## src/hdl/mdlr_pkg.sv

```systemverilog
// ============================================================================
// mdlr_pkg: shared types and constants of the marked delay line ring
// Field widths, request kind codes and the per-cell control bundle.
// ============================================================================
`default_nettype none

package mdlr_pkg;

    localparam int KIND_W    = 3;
    localparam int DATA_W    = 64;
    localparam int MARK_W    = 32;
    localparam int OFF_W     = 6;
    localparam int LEN_W     = 7;
    localparam int LEN_RESET = 64;

    typedef enum logic [KIND_W-1:0] {
        KIND_PUSH    = 3'd0,
        KIND_POP     = 3'd1,
        KIND_TOP     = 3'd2,
        KIND_ACCESS  = 3'd3,
        KIND_SETMARK = 3'd4,
        KIND_FLUSH   = 3'd5
    } t_kind;

    // control for one storage cell
    typedef struct packed {
        logic shift;    // take neighbor's entry
        logic wr_vec;   // load new vector
        logic wr_mark;  // load new mark
    } t_cell_ctl;

endpackage

`default_nettype wire

```

## src/hdl/mdlr_cell.sv

```systemverilog
// ============================================================================
// mdlr_cell: one ring slot
// Holds a vector and its mark; shifts from its neighbor or loads new data.
// ============================================================================
`default_nettype none

module mdlr_cell import mdlr_pkg::*; #(
    parameter int VEC_WIDTH = 64
) (
    input  wire logic                 i_clk,
    input  wire t_cell_ctl            i_ctl,
    input  wire logic [VEC_WIDTH-1:0] i_nbr_vec,
    input  wire logic [MARK_W-1:0]    i_nbr_mark,
    input  wire logic [VEC_WIDTH-1:0] i_new_vec,
    input  wire logic [MARK_W-1:0]    i_new_mark,
    output logic      [VEC_WIDTH-1:0] o_vec,
    output logic      [MARK_W-1:0]    o_mark
);

    logic [VEC_WIDTH-1:0] r_vec;
    logic [MARK_W-1:0]    r_mark;

    always_ff @(posedge i_clk) begin
        if (i_ctl.shift) begin
            r_vec  <= i_nbr_vec;
            r_mark <= i_nbr_mark;
        end else begin
            if (i_ctl.wr_vec) begin
                r_vec <= i_new_vec;
            end
            if (i_ctl.wr_mark) begin
                r_mark <= i_new_mark;
            end
        end
    end

    assign o_vec  = r_vec;
    assign o_mark = r_mark;

endmodule

`default_nettype wire

```

## config.mk

```make
export PLATFORM = sky130hd
export DESIGN_NAME = mdlr_cell
export DESIGN_NICKNAME = d
export VERILOG_FILES = /design/src/hdl/mdlr_pkg.sv /design/src/hdl/mdlr_cell.sv
export SDC_FILE = /design/constraint.sdc
export NUM_CORES = 1
export LEC_CHECK = 0
export BUFFER_PORTS_ARGS = -buffer_cell sky130_fd_sc_hd__buf_2
export CAP_MARGIN = 20
export CORE_AREA = 3 3 113 115
export DETAILED_ROUTE_END_ITERATION = 10
export DIE_AREA = 0 0 116 118
export GPL_ROUTABILITY_DRIVEN = 0
export GPL_TIMING_DRIVEN = 1
export MAX_ROUTING_LAYER = met4
export PLACE_DENSITY_LB_ADDON = 0.12
export SLEW_MARGIN = 20
export SYNTH_ARGS = -nofsm -noshare
export SYNTH_HDL_FRONTEND = slang
export SYNTH_SLANG_ARGS = --single-unit
export TNS_END_PERCENT = 1
```

## constraint.sdc

```tcl
create_clock -name i_clk -period 3.1 [get_ports i_clk]
set_clock_uncertainty 0.05 [all_clocks]
set_input_delay 0.62 -clock i_clk [delete_from_list [all_inputs] [get_ports i_clk]]
set_output_delay 0.62 -clock i_clk [all_outputs]
set_load 0.05 [all_outputs]
```

# Yosys cells after proc, flatten, opt, wreduce, memory -nomap -nowiden
# Index checks and enable logic that the tools add are counted.
# totals
regBits	96
latchBits	0
mem_bits_rw	0
rom_bits	0
inputBits	196
output_inout_bits	96
mem_count	0
# op_classes
add_sub_neg	0
multipliers	0
div_mod_pow	0
n_lt_le_gt_ge	0
n_eq_ne	0
shifts	0
n_mux	4
n_bitwise	0
n_reduce_logical	2
# ops
operator	n
$mux W64	2
$mux W32	2
$reduce_bool A2 Y1	2

# Logic depth before layout (Yosys ltp)
# depth
ltp_word	2
depth_mapped	4
mapped_depth_nobuf	1

# Least setup slack after synthesis
# OpenSTA, ideal clock, no wires.
# synth_path
kind	input to register
start	in i_ctl[2] (netlist bit)
end	reg r_vec[0] (netlist: o_vec[0]) (enable)
setup_time_ps	394
t_arrival_ps	1854
required_time_ps	2656
path_slack_ps	802
path_stages	4
path_cell_list	buf_6 -> buf_6 -> buf_6 -> or2_2
# synth_via
elab_chain_cells	1
# synth_lines
item	line_no	source
start, declared	mdlr_cell.sv:11	input wire t_cell_ctl i_ctl,
$reduce_bool A2 Y1 (no line)	n/a	
end signal, assigned	mdlr_cell.sv:25	r_vec <= i_nbr_vec;
end signal, assigned	mdlr_cell.sv:29	r_vec <= i_new_vec;
end, declared	mdlr_cell.sv:20	logic [VEC_WIDTH-1:0] r_vec;
# Every way passes these cells.
# A chain may end at the register's enable or synchronous reset.

# Worst setup path after layout
# layout_path
start	in i_ctl[2] (netlist bit)
end	reg r_vec[42] (netlist: o_vec[42]) (data pin)
# layout_via
elab_chain_cells	1
# layout_lines
item	line_no	source
$mux W64	mdlr_cell.sv:24	if (i_ctl.shift) begin
# Every way passes these cells.

==> results list <==
- Die Wd: 116 microns
- Tot Pwr: 3.54 mW
* Number of cells produced by synthesis: 205
- Count of different cell masters after synthesis: 6
- Total number of clock tree sinks: 96
- OpenSTA, run right after detailed placement, puts the worst setup slack at 0.980 ns.
- Number of remaining DRC errors: 0
- Leaving out fill and tap cells, the most frequent cell in the layout is buf_2.
- The synthesized design contains 96 register bits.
- Run status: complete, no violations
* Share of the yosys chip area belonging to registers: 69.9%
- For this design the ratio of total power to cell area is 592 mW/mm^2.
- Clock root buffer master: clkbuf_16
- Synth Area in Simple Gates: 0.303%
* PortBufs: 291
- Across every metal layer, demand over resource in global routing totals 15.9%.
- Hold is met by 0.526 ns.
- For this design, the CTS-stage hold fixing added 0 buffers.
* Cells on Worst Hold Path: 2
- Entering global routing, the biggest net connects 65 pins.
- Share of the core filled with cells: 50.2%
* Placement Cell Area: 0.00574 sq mm
- The tightest min-delay check is of the in -> reg type.
* Routed length per placed instance: 16.9 microns
- Post-route ant nets: 0
- The pre-antenna-repair detailed-routing pass consisted of 4 iterations.
- Of the total synthesized cell area, the portion taken by XOR and XNOR cells is 0%.
- Mux share of post-synthesis cell area: 27.9%
- Number of antenna violations at the first check in global routing: 0
* Aggregate routed wire length: 11.0 mm
- Detailed Route Iter0 Violations: 126
* Relative slew margins: 48.7%
- For the pin with the worst max-slew slack, the measured transition is 0.770 ns.
- The finished cells cover 0.00598 sq mm.
- 0 antenna diodes ended up in the layout.
- Setup repair after global routing left no endpoint under its margin.
- Number of rows in the core area: 40
- Final cycle utilization of the critical path: 55.9%
- Dominant combinational cell family by area after synthesis: multiplexers
* Clock period minus final worst setup slack: 1.73 ns
* Cell taking the most area after synthesis: edfxtp_1
- Max-slew violation count: 0
- For this design the top-level I/O count stands at 292.
- After routing, the total negative slack on setup checks comes to 0 ns.
* Layout Area Growth over Synthesis: 44.9%
- The final layout contains 697 nets.
- After clock tree synthesis, the clock-pin slew on the worst setup and hold paths is 0.06 ns.
* Count of final hold-check violations: 0
- Achievable Freq: 577 MHz
- Largest cells by area after synthesis: edfxtp_1 70%, mux2_2 21%, mux2_4 6.6%
- The post-route netlist has 80.1% of its cells at a drive strength greater than 1.
- Type of element capturing the critical path: flop
- LEAKAGE: 2.73 nW
- Resize count post-CTS: 0
* VDD IR-drop max: 0.329 mV
- The average instance in the mapped netlist occupies 20.1 sq um.
* First-pass GRT wire length: 15.7 mm
- Total clock buffers created by CTS: 9
- Data arrives at the worst endpoint at 1.77 ns.
- Setup violators final: 0
* Post-placement cell count: 637
* Highest-count cells in the layout ignoring fill and taps: 290 x buf_2, 96 x edfxtp_1, 78 x mux2_2
- Via count: 2916
- Overall die area: 0.0137 sq mm
* Syn. warnings: 0
* Grt ovf: 0
- The H-tree was split into 3 levels.
- The die is 118 microns tall.
- Worst Path Class, Setup: in -> reg
* Post-Syn Area: 0.00412 sq mm
- In this run the deepest clock path goes through 2 buffers.
- Hpwl dp: 8.60 mm
- The number of global-route vias before repair is 3058.
- The number of nets in the synthesized netlist is 401.
- STA classifies the critical path startpoint as an input port.
- Core box area: 0.0119 sq mm
- Summing the areas of all compound-gate instances in the mapped netlist gives 0% of the synthesized area.
- Routed via count divided by cell count: 4.49
- Final Worst Setup Slack: 1.37 ns
* Number of non-filler instances in the completed layout: 650
- Area share of the largest cell type after synthesis: 69.9%
* CP Data Required Time: 3.14 ns
- Initial Utilization: 34.6%
- Adder-cell area share of the yosys netlist: 0%
- Max-cap violations in this run came to 0.
- In this run the worst path has a maximum fanout of 36.
- CTS tree: built
- Buffers added to address setup during post-CTS repair amount to 0.
[path summary, 6_finish.rpt]
| kind | from | endpoint | slack, ns |
|---|---|---|---|
| setup / recovery | i_ctl[2] | o_vec[42] | 1.37 |
| hold / removal | i_nbr_mark[17] | o_mark[17] | 0.53 |
[final cells by class]
| cell class | count | area [sq um] |
|---|---|---|
| clock buffer | 9 | 225 |
| clock inverter | 4 | 15.0 |
| fill | 1085 | 5930 |
| timing repair buffer | 296 | 1510 |
| sequential | 96 | 2880 |
| multi-input combinational | 98 | 1160 |
| tap | 147 | 184 |
[critical path, stage by stage]
cell	delay (ns)
buf_4	0.25
buf_4	0.48
mux2_2	0.40
[cell families (layout without fill, tap and decap cells)]
kind of cell  Yosys count  after routing
simple gates            2              2
buf+inv                11            309
mux                    96             96
flops                  96             96
[state kept, by name, indices dropped and copies added, names as in the netlist]
register and cells:
o_mark 32, o_vec 64
[layer usage]
metal | GRT usage [%] | routed length (microns) | share of wire (%) | vias to the layer above
met2 | 27.7 | 5700 | 52 | 171
li1 | - | - | - | 1399
met3 | 4.73 | 1100 | 10 | 28
met5 | - | 0 | 0 | -
met1 | 15.8 | 3830 | 35 | 1318
met4 | 8.19 | 368 | 3.3 | 0
[power breakdown]
| part | internal [mW] | switching [mW] | leakage (nW) | total [mW] |
|---|---|---|---|---|
| Clock | 0.519 | 0.436 | 0.117 | 0.955 |
| Combinational | 0.282 | 0.670 | 1.63 | 0.952 |
| Sequential | 1.59 | 0.0334 | 0.978 | 1.63 |
[synthesized netlist by cell type (all sizes together)]
master / instances
buf: 11
or2: 2
mux2: 96
edfxtp: 96
No activity file was read; power rests on OpenSTA's default activity.
